`config.mk`:
```
export PLATFORM = sky130hd
export DESIGN_NAME = nitt_div_step
export DESIGN_NICKNAME = d
export VERILOG_FILES = /design/src/design/nitt_pkg.sv /design/src/design/nitt_div_step.sv
export SDC_FILE = /design/constraint.sdc
export NUM_CORES = 1
export LEC_CHECK = 0
export BUFFER_PORTS_ARGS = -buffer_cell sky130_fd_sc_hd__buf_4
export CORE_AREA = 2 2 547 549
export CTS_CLUSTER_DIAMETER = 150
export CTS_CLUSTER_SIZE = 20
export DETAILED_ROUTE_END_ITERATION = 8
export DIE_AREA = 0 0 549 551
export GPL_TIMING_DRIVEN = 0
export PLACE_DENSITY = 0.3
export SYNTH_ARGS = -nofsm -noshare
export SYNTH_HDL_FRONTEND = slang
export SYNTH_SLANG_ARGS = --single-unit
```
`constraint.sdc`:
```
create_clock -name clock -period 6.8 [get_ports clock]
set_input_delay 2.04 -clock clock [delete_from_list [all_inputs] [get_ports clock]]
set_output_delay 2.04 -clock clock [all_outputs]
set_load 0.01 [all_outputs]
```
`src/design/nitt_pkg.sv`:
```
package nitt_pkg;

   localparam int unsigned WordWidth = 32;
   localparam int unsigned CofWidth  = 64;
   localparam int unsigned SumWidth  = 97;
   localparam int unsigned MagWidth  = 96;
   localparam int unsigned QuoWidth  = 34;
   localparam int unsigned DivShift  = 17;
   localparam int unsigned ThrWidth  = 31;
   localparam int unsigned DivStages = QuoWidth;

   localparam logic [ThrWidth-1:0] ThrReset = ThrWidth'(1);

   localparam logic [WordWidth-1:0] PosLimit = 32'h7FFF_FFFF;
   localparam logic [WordWidth-1:0] NegLimit = 32'h8000_0000;

   // matrix element index = row*3 + col; cofactor j = prod[2j] - prod[2j+1]
   localparam int unsigned ProdLeft  [18] = '{4, 5, 5, 3, 3, 4, 2, 1, 0, 2, 1, 0, 1, 2, 2, 0, 0, 1};
   localparam int unsigned ProdRight [18] = '{8, 7, 6, 8, 7, 6, 7, 8, 8, 6, 6, 7, 5, 4, 3, 5, 4, 3};

   // word select: 0..2 row 0, 3..5 normal; first three products form the determinant
   localparam int unsigned DotWord [12] = '{0, 1, 2, 3, 4, 5, 3, 4, 5, 3, 4, 5};
   localparam int unsigned DotCof  [12] = '{0, 1, 2, 0, 1, 2, 3, 4, 5, 6, 7, 8};

   typedef logic signed [WordWidth-1:0] word_type;

   typedef struct packed {
      word_type row0_col0;
      word_type row0_col1;
      word_type row0_col2;
      word_type row1_col0;
      word_type row1_col1;
      word_type row1_col2;
      word_type row2_col0;
      word_type row2_col1;
      word_type row2_col2;
      word_type normal_x;
      word_type normal_y;
      word_type normal_z;
   } req_type;

   typedef struct packed {
      word_type out_x;
      word_type out_y;
      word_type out_z;
      logic     singular;
      logic     saturated;
   } rsp_type;

   typedef struct packed {
      logic [8:0][CofWidth-1:0]  cof;
      logic [2:0][WordWidth-1:0] row0;
      logic [2:0][WordWidth-1:0] normal;
   } cof_beat_type;

   typedef struct packed {
      logic [SumWidth-1:0]       det;
      logic [2:0][SumWidth-1:0]  num;
      logic [2:0][WordWidth-1:0] normal;
   } dot_beat_type;

   typedef struct packed {
      logic [MagWidth-1:0] rem;
      logic [QuoWidth-1:0] feed;
      logic [QuoWidth-1:0] quo;
      logic                neg;
      logic                ovf;
   } div_lane_type;

   typedef struct packed {
      div_lane_type [2:0]        lane;
      logic [MagWidth-1:0]       dmag;
      logic                      singular;
      logic [2:0][WordWidth-1:0] normal;
   } div_beat_type;

endpackage

```
`src/design/nitt_div_step.sv`:
```
module nitt_div_step (
   input  logic                   clock,
   input  logic                   reset,
   input  logic                   ce,
   input  logic                   in_valid,
   input  nitt_pkg::div_beat_type in_data,
   output logic                   out_valid,
   output nitt_pkg::div_beat_type out_data
);

   nitt_pkg::div_beat_type beat_in;
   nitt_pkg::div_beat_type beat_ff;
   logic                   valid_ff;

   // one quotient bit per lane: shift in next numerator bit, trial subtract
   always_comb begin
      logic [nitt_pkg::MagWidth:0]   trial;
      logic [nitt_pkg::MagWidth+1:0] diff;
      logic                          ge;
      beat_in = in_data;
      for (int i = 0; i < 3; i++) begin
         trial = {in_data.lane[i].rem, in_data.lane[i].feed[nitt_pkg::QuoWidth-1]};
         diff  = {1'b0, trial} - {2'b00, in_data.dmag};
         ge    = !diff[nitt_pkg::MagWidth+1];
         beat_in.lane[i].rem  = ge ? diff[nitt_pkg::MagWidth-1:0]
                                   : trial[nitt_pkg::MagWidth-1:0];
         beat_in.lane[i].feed = in_data.lane[i].feed << 1;
         beat_in.lane[i].quo  = {in_data.lane[i].quo[nitt_pkg::QuoWidth-2:0], ge};
      end
   end

   always_ff @(posedge clock) begin
      if (reset) begin
         valid_ff <= 1'b0;
      end else if (ce) begin
         valid_ff <= in_valid;
      end
   end

   always_ff @(posedge clock) begin
      if (ce) begin
         beat_ff <= beat_in;
      end
   end

   assign out_valid = valid_ff;
   assign out_data  = beat_ff;

endmodule

```
==> impl_metrics.csv <==
group,metric,value,unit
run_status,status,"complete, but fails checks",
run_status,failed_checks,"setup timing",
global_route,grt_use_met2,36.2,%
finish,fin_cells,9483,
timing,max_freq,147,MHz
setup_path,cp-endpoint,"out_data[521]",
setup_path,start_kind,"primary input",
cts,clk_path_buf_depth,3,
global_route,groute.usage.overall,19.0,%
finish,syn2layout_area_growth,41.6,%
global_route,grt-ovfl-total,0,
detailed_routing,first_pass_iters,6,
cts,postCtsHoldBufs,0,
global_route,grt_pass1_wl,385000,um
detailed_routing,drtAntennaViolNets,0,
setup_path,r2r_start,"out_valid",
timing,fin_ws,-17.7,ps
pwr,ir_worst_vdd,0.158,mV
global_route,grt_max_degree,105,
timing,fin_worst_skew,0,ps
synth,avgSynthCellArea,10.3,um^2
detailed_routing,drc,0,
cts,root_buffer,"clkbuf_16",
place,io_buffers,1380,
floorplanning,core_area,0.296,mm^2
setup_path,path_class,"primary input to flip-flop",
run,cap_violations,0,
global_route,met1_usage,19.7,%
worst_hold_path,hp-class,"flip-flop to flip-flop",
global_route,antenna_found_initial,112,
setup_path,end_kind,"flip-flop",
timing,period_needed,6820,ps
place,dpl-instance-area,0.0574,mm^2
timing,max_slew_margin,27.6,%
timing,period_share,100,%
detailed_routing,vias,39029,
finish,nFillCells,32811,
finish,layout.nets,6476,
cts,ctsHtreeMaxLevel,2,
cts,cts_made_buffers,46,
global_route,use_met3,5.33,%
setup_path,rr_endpoint,"out_valid",
place,dpl.hpwl,258000,um
cts,cts_sinks,689,
place,dp_cells,9377,
global_route,busiest_layer,"met2",
synth,synth-edff-count,688,
detailed_routing,drtIter0Drc,2586,
synth,synth-async-reset-ratio,0,%
synth,synth-seq-area-share,49.4,%
setup_path,crit_fanout,4,
finish,final_util,20.0,%
finish,drive_above_1_share,30.9,%
cts,cts_tree,"done",
timing,setup_viol,3,
timing,hold_viol,0,
synth,syn-instance-count,4045,
place,place_congestion,0.880,
setup_path,ff2ff_setup_slack,6200,ps
floorplanning,start_util,14.1,%
setup_path,crit_arrival,7290,ps
setup_path,startpoint,"in_data[97]",
cts,clk_pin_slew,100,ps
global_route,grt_pass1_vias,39620,
timing,worst_pin_slew,1080,ps
setup_path,reg2reg_depth,2,
timing,rsz0062_at_grt,"no",
floorplanning,rows,200,
detailed_routing,vias_per_cell,4.12,
floorplanning,die_x,549,um
synth,synth_cell_types,88,
synth,synth_area,0.0419,mm^2
timing,hold_slack,534,ps
detailed_routing,finalWirelength,301000,um
floorplanning,die_y,551,um
pwr,p_per_area,224,mW/mm^2
synth,ys_seq_elements,689,
synth,synthFlopType,"edfxtp_1",
floorplanning,design.portCount,1387,
floorplanning,die_area,0.302,mm^2
timing,slew_viol_final,0,
pwr,leakage,0.0239,uW
cts,worstSkewPairLatency,730,ps
finish,final_cell_area,0.0593,mm^2
setup_path,critical_path_required,7270,ps
synth,ys.warnings.count,0,
place,post-place-ws,-3090,ps
detailed_routing,wl_per_cell,31.8,um
## metrics by stage
step | total power [uW] | setup TNS (ps)
3_3_place_gp | 10300 | -3122260
6_report | 13300 | -38.4
2_1_floorplan | 7540 | 0
4_1_cts | 13600 | -32.9
3_5_place_dp | 10200 | -638130
5_1_grt | 13900 | 0
## power by group
part           switching (uW)  internal (uW)  total [uW]  leakage, uW
combinational            2820           1750        4570       0.0165
sequential                202           5280        5480      0.00674
clock                    1910           1310        3230     0.000667
total                    4940           8340       13300       0.0239
## cell usage after synthesis (all sizes together) (4+ instances only)
master / number / area (um^2)
edfxtp: 688 / 20700
a21oi: 525 / 2860
nor2: 350 / 1310
nand2: 335 / 1260
o21ai: 290 / 1460
ha: 288 / 3600
inv: 190 / 716
a21o: 164 / 1230
xnor2: 155 / 1360
clkbuf: 118 / 444
xor2: 112 / 981
nand4: 100 / 626
o21bai: 72 / 541
buf: 66 / 418
nand3: 56 / 280
nor3: 52 / 265
mux2: 42 / 473
o21a: 41 / 308
a31oi: 39 / 244
nand2b: 38 / 238
nor2b: 37 / 231
and3: 25 / 156
a211oi: 21 / 163
o211ai: 21 / 158
o31ai: 21 / 176
and2: 20 / 125
nor4: 15 / 100
a21boi: 14 / 105
or2: 14 / 87.6
or3: 13 / 81.3
o221ai: 12 / 105
a221oi: 10 / 87.6
a41oi: 8 / 70.1
mux2i: 7 / 70.1
a2111oi: 6 / 71.3
nor3b: 6 / 45.0
o31a: 6 / 53.8
and4: 5 / 43.8
o2111ai: 5 / 50.0
o41ai: 5 / 66.3
a31o: 4 / 35.0
o22ai: 4 / 25.0
## cell type report
cell class                      instances  area (um^2)  share of cell area [%]
Clock inverter                         16          215                   0.363
Inverter                              190          727                    1.23
Tap cell                             3939         4930                    8.32
Antenna cell                           38         95.1                   0.160
Sequential cell                       689        20700                    34.9
Buffer                                181          928                    1.57
Clock buffer                           48         1160                    1.96
Timing Repair Buffer                 1398        10600                    18.0
Multi-Input combinational cell       2984        19900                    33.6
## cell families (layout without fill, tap and decap cells)
family / Yosys count / in the layout / share of synthesized area [%]
adder cells (fa/ha/maj): 291 / 291 / 8.75
AND/OR/NAND/NOR: 1080 / 1080 / 11.9
AO/OA/AOI/OAI: 1294 / 1294 / 19.3
buffers and inverters: 374 / 1833 / 3.77
XOR/XNOR: 267 / 267 / 5.59
multiplexers: 49 / 49 / 1.30
other: 1 / 41 / 0.00896
flip-flops: 689 / 689 / 49.4
## registers in the layout, indices dropped and copies added, names as in the netlist
register / flops
out_valid: 1
out_data: 688
## cell usage in the layout, fill, tap and decap left out, drive strengths merged, types with 37 or more instances in the layout
cell,instances
nand2b,38
nand4,100
a21oi,525
inv,197
a21o,164
nand3,56
diode,38
ha,288
clkbuf,163
o21bai,72
xnor2,155
o21ai,290
edfxtp,688
o21a,41
buf,1463
nor2b,37
nor2,350
a31oi,39
nor3,52
mux2,42
xor2,112
nand2,335
## repair_timing
action | in CTS | in global routing
pin swaps | 6 | 2
endpoints found under the setup margin | 291 | 93
gates resized for setup | 55 | 12
hold endpoints to repair | 0 | 0
setup buffers | 6 | 1
## routing by layer
metal | vias to the layer above | routed length [um]
li1 | 17876 | -
met1 | 19380 | 108000
met2 | 1363 | 160000
met3 | 326 | 20800
met4 | 84 | 11800
met5 | - | 557
## how the worst min path moves through the flow
stage | startpoint | endpoint | slack (ps) | cells past startpoint
floorplan | out_valid | out_valid | 530 | 2
finish | out_valid | out_valid | 530 | 2
CTS | out_valid | out_valid | 540 | 2
detailed placement | out_valid | out_valid | 510 | 2
global route | out_valid | out_valid | 570 | 2
global placement | out_valid | out_valid | 500 | 2
## critical path, stage by stage
cell and delay, ps:
buf_4 150, ha_1 230, fa_1 400, nand2b_1 200
a21oi_1 440, o211ai_1 270, a21oi_1 420, o21ai_1 220
a2111oi_2 920, o2111a_1 460, a21o_1 280, a31oi_1 260
or2_2 420, o21ai_2 240, mux2i_1 230, a31oi_1 100
(Power assumes the default switching activity.)
