File: config.mk
export PLATFORM = sky130hd
export DESIGN_NAME = nitt_prep
export DESIGN_NICKNAME = d
export VERILOG_FILES = /design/src/design/nitt_pkg.sv /design/src/design/nitt_prep.sv
export SDC_FILE = /design/constraint.sdc
export NUM_CORES = 1
export LEC_CHECK = 0
export BUFFER_PORTS_ARGS = -buffer_cell sky130_fd_sc_hd__buf_2
export CORE_AREA = 2 2 474 476
export CTS_BUF_LIST = sky130_fd_sc_hd__clkbuf_8
export DETAILED_ROUTE_END_ITERATION = 16
export DIE_AREA = 0 0 476 478
export GPL_TIMING_DRIVEN = 0
export PLACE_DENSITY_LB_ADDON = 0.15
export SYNTH_ARGS = -nofsm -noshare
export SYNTH_HDL_FRONTEND = slang
export SYNTH_SLANG_ARGS = --single-unit
export TNS_END_PERCENT = 1
File: constraint.sdc
create_clock -name clock -period 4 [get_ports clock]
set_input_delay 0.8 -clock clock [delete_from_list [all_inputs] [get_ports clock]]
set_output_delay 0.8 -clock clock [all_outputs]
set_load 0.02 [all_outputs]
File: src/design/nitt_pkg.sv
package nitt_pkg;

   localparam int unsigned WordWidth = 32;
   localparam int unsigned CofWidth  = 64;
   localparam int unsigned SumWidth  = 97;
   localparam int unsigned MagWidth  = 96;
   localparam int unsigned QuoWidth  = 34;
   localparam int unsigned DivShift  = 17;
   localparam int unsigned ThrWidth  = 31;
   localparam int unsigned DivStages = QuoWidth;

   localparam logic [ThrWidth-1:0] ThrReset = ThrWidth'(1);

   localparam logic [WordWidth-1:0] PosLimit = 32'h7FFF_FFFF;
   localparam logic [WordWidth-1:0] NegLimit = 32'h8000_0000;

   // matrix element index = row*3 + col; cofactor j = prod[2j] - prod[2j+1]
   localparam int unsigned ProdLeft  [18] = '{4, 5, 5, 3, 3, 4, 2, 1, 0, 2, 1, 0, 1, 2, 2, 0, 0, 1};
   localparam int unsigned ProdRight [18] = '{8, 7, 6, 8, 7, 6, 7, 8, 8, 6, 6, 7, 5, 4, 3, 5, 4, 3};

   // word select: 0..2 row 0, 3..5 normal; first three products form the determinant
   localparam int unsigned DotWord [12] = '{0, 1, 2, 3, 4, 5, 3, 4, 5, 3, 4, 5};
   localparam int unsigned DotCof  [12] = '{0, 1, 2, 0, 1, 2, 3, 4, 5, 6, 7, 8};

   typedef logic signed [WordWidth-1:0] word_type;

   typedef struct packed {
      word_type row0_col0;
      word_type row0_col1;
      word_type row0_col2;
      word_type row1_col0;
      word_type row1_col1;
      word_type row1_col2;
      word_type row2_col0;
      word_type row2_col1;
      word_type row2_col2;
      word_type normal_x;
      word_type normal_y;
      word_type normal_z;
   } req_type;

   typedef struct packed {
      word_type out_x;
      word_type out_y;
      word_type out_z;
      logic     singular;
      logic     saturated;
   } rsp_type;

   typedef struct packed {
      logic [8:0][CofWidth-1:0]  cof;
      logic [2:0][WordWidth-1:0] row0;
      logic [2:0][WordWidth-1:0] normal;
   } cof_beat_type;

   typedef struct packed {
      logic [SumWidth-1:0]       det;
      logic [2:0][SumWidth-1:0]  num;
      logic [2:0][WordWidth-1:0] normal;
   } dot_beat_type;

   typedef struct packed {
      logic [MagWidth-1:0] rem;
      logic [QuoWidth-1:0] feed;
      logic [QuoWidth-1:0] quo;
      logic                neg;
      logic                ovf;
   } div_lane_type;

   typedef struct packed {
      div_lane_type [2:0]        lane;
      logic [MagWidth-1:0]       dmag;
      logic                      singular;
      logic [2:0][WordWidth-1:0] normal;
   } div_beat_type;

endpackage

File: src/design/nitt_prep.sv
module nitt_prep (
   input  logic                           clock,
   input  logic                           reset,
   input  logic                           ce,
   input  logic [nitt_pkg::ThrWidth-1:0]  threshold,
   input  logic                           in_valid,
   input  nitt_pkg::dot_beat_type         in_data,
   output logic                           out_valid,
   output nitt_pkg::div_beat_type         out_data
);

   function automatic logic [nitt_pkg::MagWidth-1:0] mag_of(
      input logic [nitt_pkg::SumWidth-1:0] v
   );
      logic [nitt_pkg::SumWidth-1:0] t;
      t = v[nitt_pkg::SumWidth-1] ? (~v + 1'b1) : v;
      return t[nitt_pkg::MagWidth-1:0];
   endfunction

   logic [nitt_pkg::MagWidth-1:0]       dmag_ff;
   logic [2:0][nitt_pkg::MagWidth-1:0]  nmag_ff;
   logic [2:0]                          neg_ff;
   logic [2:0][nitt_pkg::WordWidth-1:0] normal_ff;
   logic                                valid1_ff;

   nitt_pkg::div_beat_type beat_in;
   nitt_pkg::div_beat_type beat_ff;
   logic                   valid2_ff;

   logic [nitt_pkg::MagWidth-1:0] thr_mag;
   logic [nitt_pkg::MagWidth-1:0] top_bits;

   always_comb begin
      thr_mag = nitt_pkg::MagWidth'({threshold, 32'd0});
      beat_in.dmag     = dmag_ff;
      beat_in.normal   = normal_ff;
      beat_in.singular = (dmag_ff == '0) || (dmag_ff < thr_mag);
      top_bits = '0;
      for (int i = 0; i < 3; i++) begin
         top_bits = nmag_ff[i] >> nitt_pkg::DivShift;
         beat_in.lane[i].rem  = top_bits;
         beat_in.lane[i].feed = {nmag_ff[i][nitt_pkg::DivShift-1:0],
                                 (nitt_pkg::QuoWidth - nitt_pkg::DivShift)'(0)};
         beat_in.lane[i].quo  = '0;
         beat_in.lane[i].neg  = neg_ff[i];
         beat_in.lane[i].ovf  = top_bits >= dmag_ff;
      end
   end

   always_ff @(posedge clock) begin
      if (reset) begin
         valid1_ff <= 1'b0;
         valid2_ff <= 1'b0;
      end else if (ce) begin
         valid1_ff <= in_valid;
         valid2_ff <= valid1_ff;
      end
   end

   always_ff @(posedge clock) begin
      if (ce) begin
         dmag_ff   <= mag_of(in_data.det);
         normal_ff <= in_data.normal;
         for (int i = 0; i < 3; i++) begin
            nmag_ff[i] <= mag_of(in_data.num[i]);
            neg_ff[i]  <= in_data.num[i][nitt_pkg::SumWidth-1]
                        ^ in_data.det[nitt_pkg::SumWidth-1];
         end
         beat_ff <= beat_in;
      end
   end

   assign out_valid = valid2_ff;
   assign out_data  = beat_ff;

endmodule

==> run summary, run 1 <==
status = finished with violations
failing checks = setup timing
Slew Limit Headroom = 6.09%
Worst-Margin Slew = 1.41 ns
die area = 228000 um^2
count leader, synth = edfxtp_1
vias in the first global route = 33200
hold path endpoint = beat_in[673]
R2R cell count = 8
maximum vdd drop = 0.236 mV
Die X = 476 um
Routed WL per cell = 26.8 um
WL final = 214 mm
Clock transition at path regs = 0.07 ns
Max Root-Sink Buffers = 3
Power Total = 27000 uW
clock latency at the later pin of the worst-skew pair = 0.94 ns
DR pass1 iterations = 5
CTS tree = yes
pwr dens = 449 nW/um^2
Vias/cell = 4.21
Placed Cells = 7480
leak pwr = 0.0234 uW
FILL cells = 23400
Residual DRC = 0
Hold WC Path Type = in -> reg
num rows = 174
DR vias = 33600
main combinational cell family by area after synthesis = simple AND/OR/NAND/NOR gates
initial antenna violation count = 117
RD Place Congestion = 0.860
final cycle utilization of the critical path = 102%
area leader, netlist = edfxtp_1
compound-cell area share of the yosys netlist = 7.74%
cell area after synthesis = 45500 um^2
Synth Area in Simple Gates = 8.54%
total grt overflow = 0
Chip Height = 478 um
RSZ-0062 raised after global routing = true
CP Launch Type = primary input
Initial Utilization = 20.4%
share of cells above drive strength 1 = 30.5%
ys flop type = edfxtp_1
Commonest cells post-synth = 970 x edfxtp_1, 373 x xnor2_1, 271 x ha_1
Max-cap violations = 0
R2R Setup Slk = 0.33 ns
Final Instance Area = 60100 um^2
Final setup viols = 2
antenna viol nets, final = 0
Post-Synth Adder-Cell Area = 7.45%
CTS Buf Count = 190
pre-CTS setup slack = -0.999 ns
core footprint = 223000 um^2
mux cell area share after synthesis = 0.0440%
Synth top area share = 64.0%
setup TNS = -0.134 ns
final net count = 5579
Max Clock Skew = 0.0589 ns
Final HPWL DP = 176 mm
sequential cell area = 29200 um^2
Post-synth EDFFs = 970
reg2reg start = dmag_ff[1]
Seq cells post-synth = 972
Layout area overhead = 32.0%
required time worst endpoint = 4.65 ns
xor and xnor area share after synthesis = 7.29%
syn avg cell area = 13.9 um^2
register area share after synthesis = 64.1%
yosys synthesis warning count = 0
CP Capture Type = flip-flop
Netlist cell types = 63
# IOs = 1211
DR iter-0 viols = 2521
Async S/R FF share, synth = 0%
Post-Synthesis Cells = 3275
total track usage = 18.1%
CP Class = in -> reg
minimum clock period = 4.08 ns
post-route insts no fill = 7980
CP arrival = 4.73 ns
Post-DP Area = 55300 um^2
clk sinks = 972
Area contributors post-synth = edfxtp_1 64%, ha_1 7.4%, xnor2_1 7.2%, buf_4 3.4%, o31ai_1 2.0%
Cells on Worst Hold Path = 2
area of the multi-input gates = 15000 um^2
worst-path maximum fanout = 7
Max Slew Vio Count = 0
CTS Root Buffer Type = clkbuf_8
port bufs = 1003
reg-to-reg critical path endpoint = out_data[359]
FMAX = 245 MHz
final worst slack = -0.0847 ns
first-pass GRT wire length = 279 mm
htree depth = 4
hold_sp = in_data[385]
Final Hold Vio Count = 0
largest net degree at the start of global routing = 141
==> layout make-up <==
| class | count | area share (%) |
|---|---|---|
| clock buffer | 190 | 4.35 |
| tap | 2992 | 6.23 |
| clock inverter | 158 | 1.58 |
| inverter | 127 | 0.800 |
| buffer | 260 | 2.91 |
| antenna | 43 | 0.179 |
| multi-input combinational | 2119 | 24.9 |
| sequential | 972 | 48.5 |
| timing repair buffer | 1119 | 10.5 |
==> cell usage in the layout (no fill, tap or decap), types with 9 or more instances in the layout <==
master	count
edfxtp_1	970
nor3_1	69
diode_2	43
nand2b_1	18
nand3_1	53
or3_1	55
clkbuf_8	190
clkbuf_1	52
a21o_1	42
a21oi_1	90
nor2_1	75
xnor2_1	373
clkinv_2	21
o31ai_1	121
nand4_1	61
inv_1	181
o41ai_1	59
and3_1	9
or2_2	21
dlygate4sd3_1	106
buf_4	206
or4_1	55
o21ai_0	167
nand2_1	196
clkinv_1	57
conb_1	204
ha_1	271
a211oi_1	15
buf_2	1004
nor4_1	66
==> state kept, by name, indices dropped and copies added (netlist names) <==
register   flops
out_data     487
beat_in      384
dmag_ff       96
neg_ff         3
out_valid      1
valid1_ff      1
==> stage by stage <==
step                hold WS [ns]  util (%)
global placement           0.401      24.7
CTS                     0.000370      26.9
finish                     0.151      26.9
floorplan                  0.400         -
global route              0.0296      26.9
detailed placement         0.405      24.8
==> logic make-up (layout without fill, tap and decap cells) <==
| group | count (synthesis) | count (layout) |
|---|---|---|
| compound gates | 538 | 538 |
| buf+inv | 387 | 1854 |
| flops | 972 | 972 |
| mux | 2 | 2 |
| simple gates | 725 | 725 |
| fa+ha+maj | 271 | 271 |
| other cells | 1 | 247 |
| xor+xnor | 379 | 379 |
==> critical path, stage by stage <==
cell and delay [ns]:
dlygate4sd3_1 0.54, buf_2 0.16, inv_1 0.06, ha_1 0.19
nor2b_2 0.23, and3_1 0.17, nand4_1 0.79, nor4_1 0.93
nand3_1 0.29, o41ai_1 0.38, xnor2_1 0.18
==> how the worst max path moves through the flow <==
stage	startpoint	endpoint	slack [ns]	depth (start not counted)
final	in_data[96]	beat_in[340]	-0.08	11
after global routing	in_data[96]	beat_in[330]	-0.13	12
after CTS	dmag_ff[1]	out_data[525]	-0.04	8
after detailed placement	in_data[294]	beat_in[667]	-1.0	8
after global placement	ce	valid1_ff	-15.27	3
after floorplan	in_data[302]	beat_in[643]	0.43	8
==> where the power goes <==
| group | leakage [uW] | total, uW | switching, uW | internal (uW) |
|---|---|---|---|---|
| clock network | 0.00202 | 9750 | 4820 | 4930 |
| registers | 0.00951 | 13000 | 620 | 12400 |
| logic | 0.0118 | 4220 | 2740 | 1480 |
==> routing by layer <==
layer	GRT usage (%)	wire (um)
met1	20.6	81500
met2	32.1	107000
met3	5.47	17800
met4	5.72	6730
met5	0	412
==> what timing repair did <==
action	CTS	global route
cloned	0	0
hold endpoints to repair	106	0
endpoints found under the setup margin	3	16
gates resized for setup	6	6
hold buffers	106	0
setup buffers	3	0
Note: power is estimated with default switching activity, not from simulation.
==> run 2, diff against run 1 <==
--- a/config.mk
+++ b/config.mk
@@ -6,11 +6,12 @@
 export NUM_CORES = 1
 export LEC_CHECK = 0
 export BUFFER_PORTS_ARGS = -buffer_cell sky130_fd_sc_hd__buf_2
-export CORE_AREA = 2 2 474 476
+export CORE_AREA = 8 8 466 468
 export CTS_BUF_LIST = sky130_fd_sc_hd__clkbuf_8
 export DETAILED_ROUTE_END_ITERATION = 16
-export DIE_AREA = 0 0 476 478
+export DIE_AREA = 0 0 474 476
 export GPL_TIMING_DRIVEN = 0
+export MAX_ROUTING_LAYER = met4
 export PLACE_DENSITY_LB_ADDON = 0.15
 export SYNTH_ARGS = -nofsm -noshare
 export SYNTH_HDL_FRONTEND = slang
==> run summary, run 2 (synthesized netlist as in run 1, its figures left out) <==
status = finished with violations (unchanged)
failing checks = setup timing (unchanged)
buffers and inverters on the worst path = 1 (was 3)
commonest non-fill, non-tap cell in the layout = buf_2 (unchanged)
reg-to-reg critical path endpoint = out_data[525] (was out_data[359])
CP Class = in -> reg (unchanged)
Final Hold Vio Count = 0 (unchanged)
FMAX = 247 MHz (was 245 MHz)
Chip Height = 476 um (was 478 um)
Die X = 474 um (was 476 um)
final cycle utilization of the critical path = 101% (was 102%)
post-route insts no fill = 7833 (was 7980)
hold_ws = 0.140 ns (was 0.151 ns)
CP delay by family, top = simple AND/OR/NAND/NOR gates (unchanged)
Critical Path Most Common Cell = nand4_1
Initial Utilization = 21.6% (was 20.4%)
final worst slack = -0.0496 ns (was -0.0847 ns)
Layout area overhead = 31.4% (was 32.0%)
reg2reg start = dmag_ff[1] (unchanged)
RSZ-0062 raised after global routing = false (was true)
largest net degree at the start of global routing = 148 (was 141)
worst-path maximum fanout = 8 (was 7)
R2R cell count = 8 (unchanged)
# IOs = 1211 (unchanged)
Routed WL per cell = 28.1 um (was 26.8 um)
Slew Limit Headroom = 4.74% (was 6.09%)
DR iter-0 viols = 2508 (was 2521)
clk sinks = 972 (unchanged)
fin util = 28.4% (was 26.9%)
pre-CTS setup slack = -0.992 ns (was -0.999 ns)
htree depth = 4 (unchanged)
leak pwr = 0.0234 uW (about the same)
Worst-Margin Slew = 1.43 ns (was 1.41 ns)
Hold WC Path Type = in -> reg (unchanged)
minimum clock period = 4.05 ns (was 4.08 ns)
total grt overflow = 0 (unchanged)
port bufs = 1003 (unchanged)
required time worst endpoint = 4.66 ns (was 4.65 ns)
Placed Cells = 7309 (was 7480)
DR vias = 33600 (about the same)
FILL cells = 21900 (was 23400)
final net count = 5579 (unchanged)
share of cells above drive strength 1 = 30.3% (was 30.5%)
DR pass1 iterations = 5 (unchanged)
CTS Buf Count = 190 (unchanged)
Power Total = 26700 uW (was 27000 uW)
CTS tree = yes (unchanged)
antenna viol nets, final = 0 (unchanged)
commonest cells after routing, fill and taps aside = 1004 x buf_2, 970 x edfxtp_1, 373 x xnor2_1, 271 x ha_1, 207 x buf_4 (was 1004 x buf_2, 970 x edfxtp_1, 373 x xnor2_1, 271 x ha_1, 206 x buf_4)
CP Capture Type = flip-flop (unchanged)
pwr dens = 446 nW/um^2 (was 449 nW/um^2)
clock latency at the later pin of the worst-skew pair = 0.95 ns (was 0.94 ns)
initial antenna violation count = 131 (was 117)
WL final = 220 mm (was 214 mm)
hold path endpoint = beat_in[43] (was beat_in[673])
hold_sp = in_data[43] (was in_data[385])
Final setup viols = 1 (was 2)
Residual DRC = 0 (unchanged)
Max Slew Vio Count = 0 (unchanged)
Cells on Worst Hold Path = 1 (was 2)
R2R Setup Slk = 0.27 ns (was 0.33 ns)
slowest stage delay, CP = 0.73 ns (was 0.93 ns)
RD Place Congestion = 0.898 (was 0.860)
num rows = 169 (was 174)
Levels on crit path = 8 (was 11)
Max Clock Skew = 0.0552 ns (was 0.0589 ns)
die area = 226000 um^2 (was 228000 um^2)
Slowest-stage cell, CP = nor4_1 (unchanged)
max FFs per register = 487 (unchanged)
first-pass GRT wire length = 288 mm (was 279 mm)
CP Launch Type = primary input (unchanged)
CTS Root Buffer Type = clkbuf_8 (unchanged)
vias in the first global route = 34200 (was 33200)
CP arrival = 4.71 ns (was 4.73 ns)
total track usage = 19.1% (was 18.1%)
Max-cap violations = 0 (unchanged)
core footprint = 210000 um^2 (was 223000 um^2)
Vias/cell = 4.28 (was 4.21)
Final HPWL DP = 183 mm (was 176 mm)
crit path cell chain = buf_2 -> or4_1 -> nor3_2 -> nand4_1 -> nor4_1 -> nand4_1 -> o41ai_1 -> xnor2_1 (was dlygate4sd3_1 -> buf_2 -> inv_1 -> ha_1 -> nor2b_2 -> and3_1 -> nand4_1 -> nor4_1 -> nand3_1 -> o41ai_1 -> xnor2_1)
maximum vdd drop = 0.324 mV (was 0.236 mV)
Clock transition at path regs = 0.05 ns (was 0.07 ns)
Max Root-Sink Buffers = 3 (unchanged)
## run 2: cell count changes in the layout (fill, tap and decap cells not counted), sizes merged
cell         before   now
buf            1219  1220
dlygate4sd3     106   105
clkinvlp          5     1
diode            43    87
clkbuf          244   248
clkinv           80    49
inv             193   207
bufinv            7     4
## run 2: stage by stage
step / instance area (um^2) / setup TNS (ns)
5_1_grt: 59800 / 0
4_1_cts: 59600 / 0
6_report: 59800 / -0.0496
3_5_place_dp: 55100 / -54.72
3_3_place_gp: 54800 / -
2_1_floorplan: 46300 / 0
## run 2: routing by layer
metal	GRT usage, %	vias to the layer above	part of all wire, %
li1	-	15300	-
met1	20.8	16400	38
met2	33.4	1482	50
met3	6.05	346	8.3
met4	5.56	0	3.3
met5	-	-	0
## run 2: layout make-up
class | count | area [um^2] | share of cell area (%)
timing repair buffer | 1119 | 6320 | 10.6
inverter | 127 | 477 | 0.797
sequential | 972 | 29200 | 48.8
buffer | 260 | 1750 | 2.92
clock buffer | 194 | 2670 | 4.46
multi-input combinational | 2119 | 14900 | 25.0
tap | 2821 | 3530 | 5.90
antenna | 87 | 218 | 0.364
clock inverter | 134 | 756 | 1.26
## run 2: how the worst max path moves through the flow
stage | from | end | slack [ns]
floorplan | in_data[302] | beat_in[643] | 0.43
global placement | ce | valid1_ff | -15.28
detailed placement | in_data[294] | beat_in[667] | -0.99
CTS | dmag_ff[1] | out_data[525] | 0.06
global route | dmag_ff[1] | out_data[525] | 0.005
finish | in_data[205] | beat_in[502] | -0.05
## run 2: timing repair
action,CTS,global route
gates resized for setup,2,4
pin swaps,0,0
hold buffers,105,0
hold endpoints to repair,105,0
setup buffers,4,0
setup endpoints to repair,1,12
## run 2: power by group
part	internal, uW	switching, uW	leakage (uW)
Combinational	1480	2740	0.0118
Sequential	12400	612	0.00951
Clock	4770	4710	0.00201
Total	18600	8060	0.0234
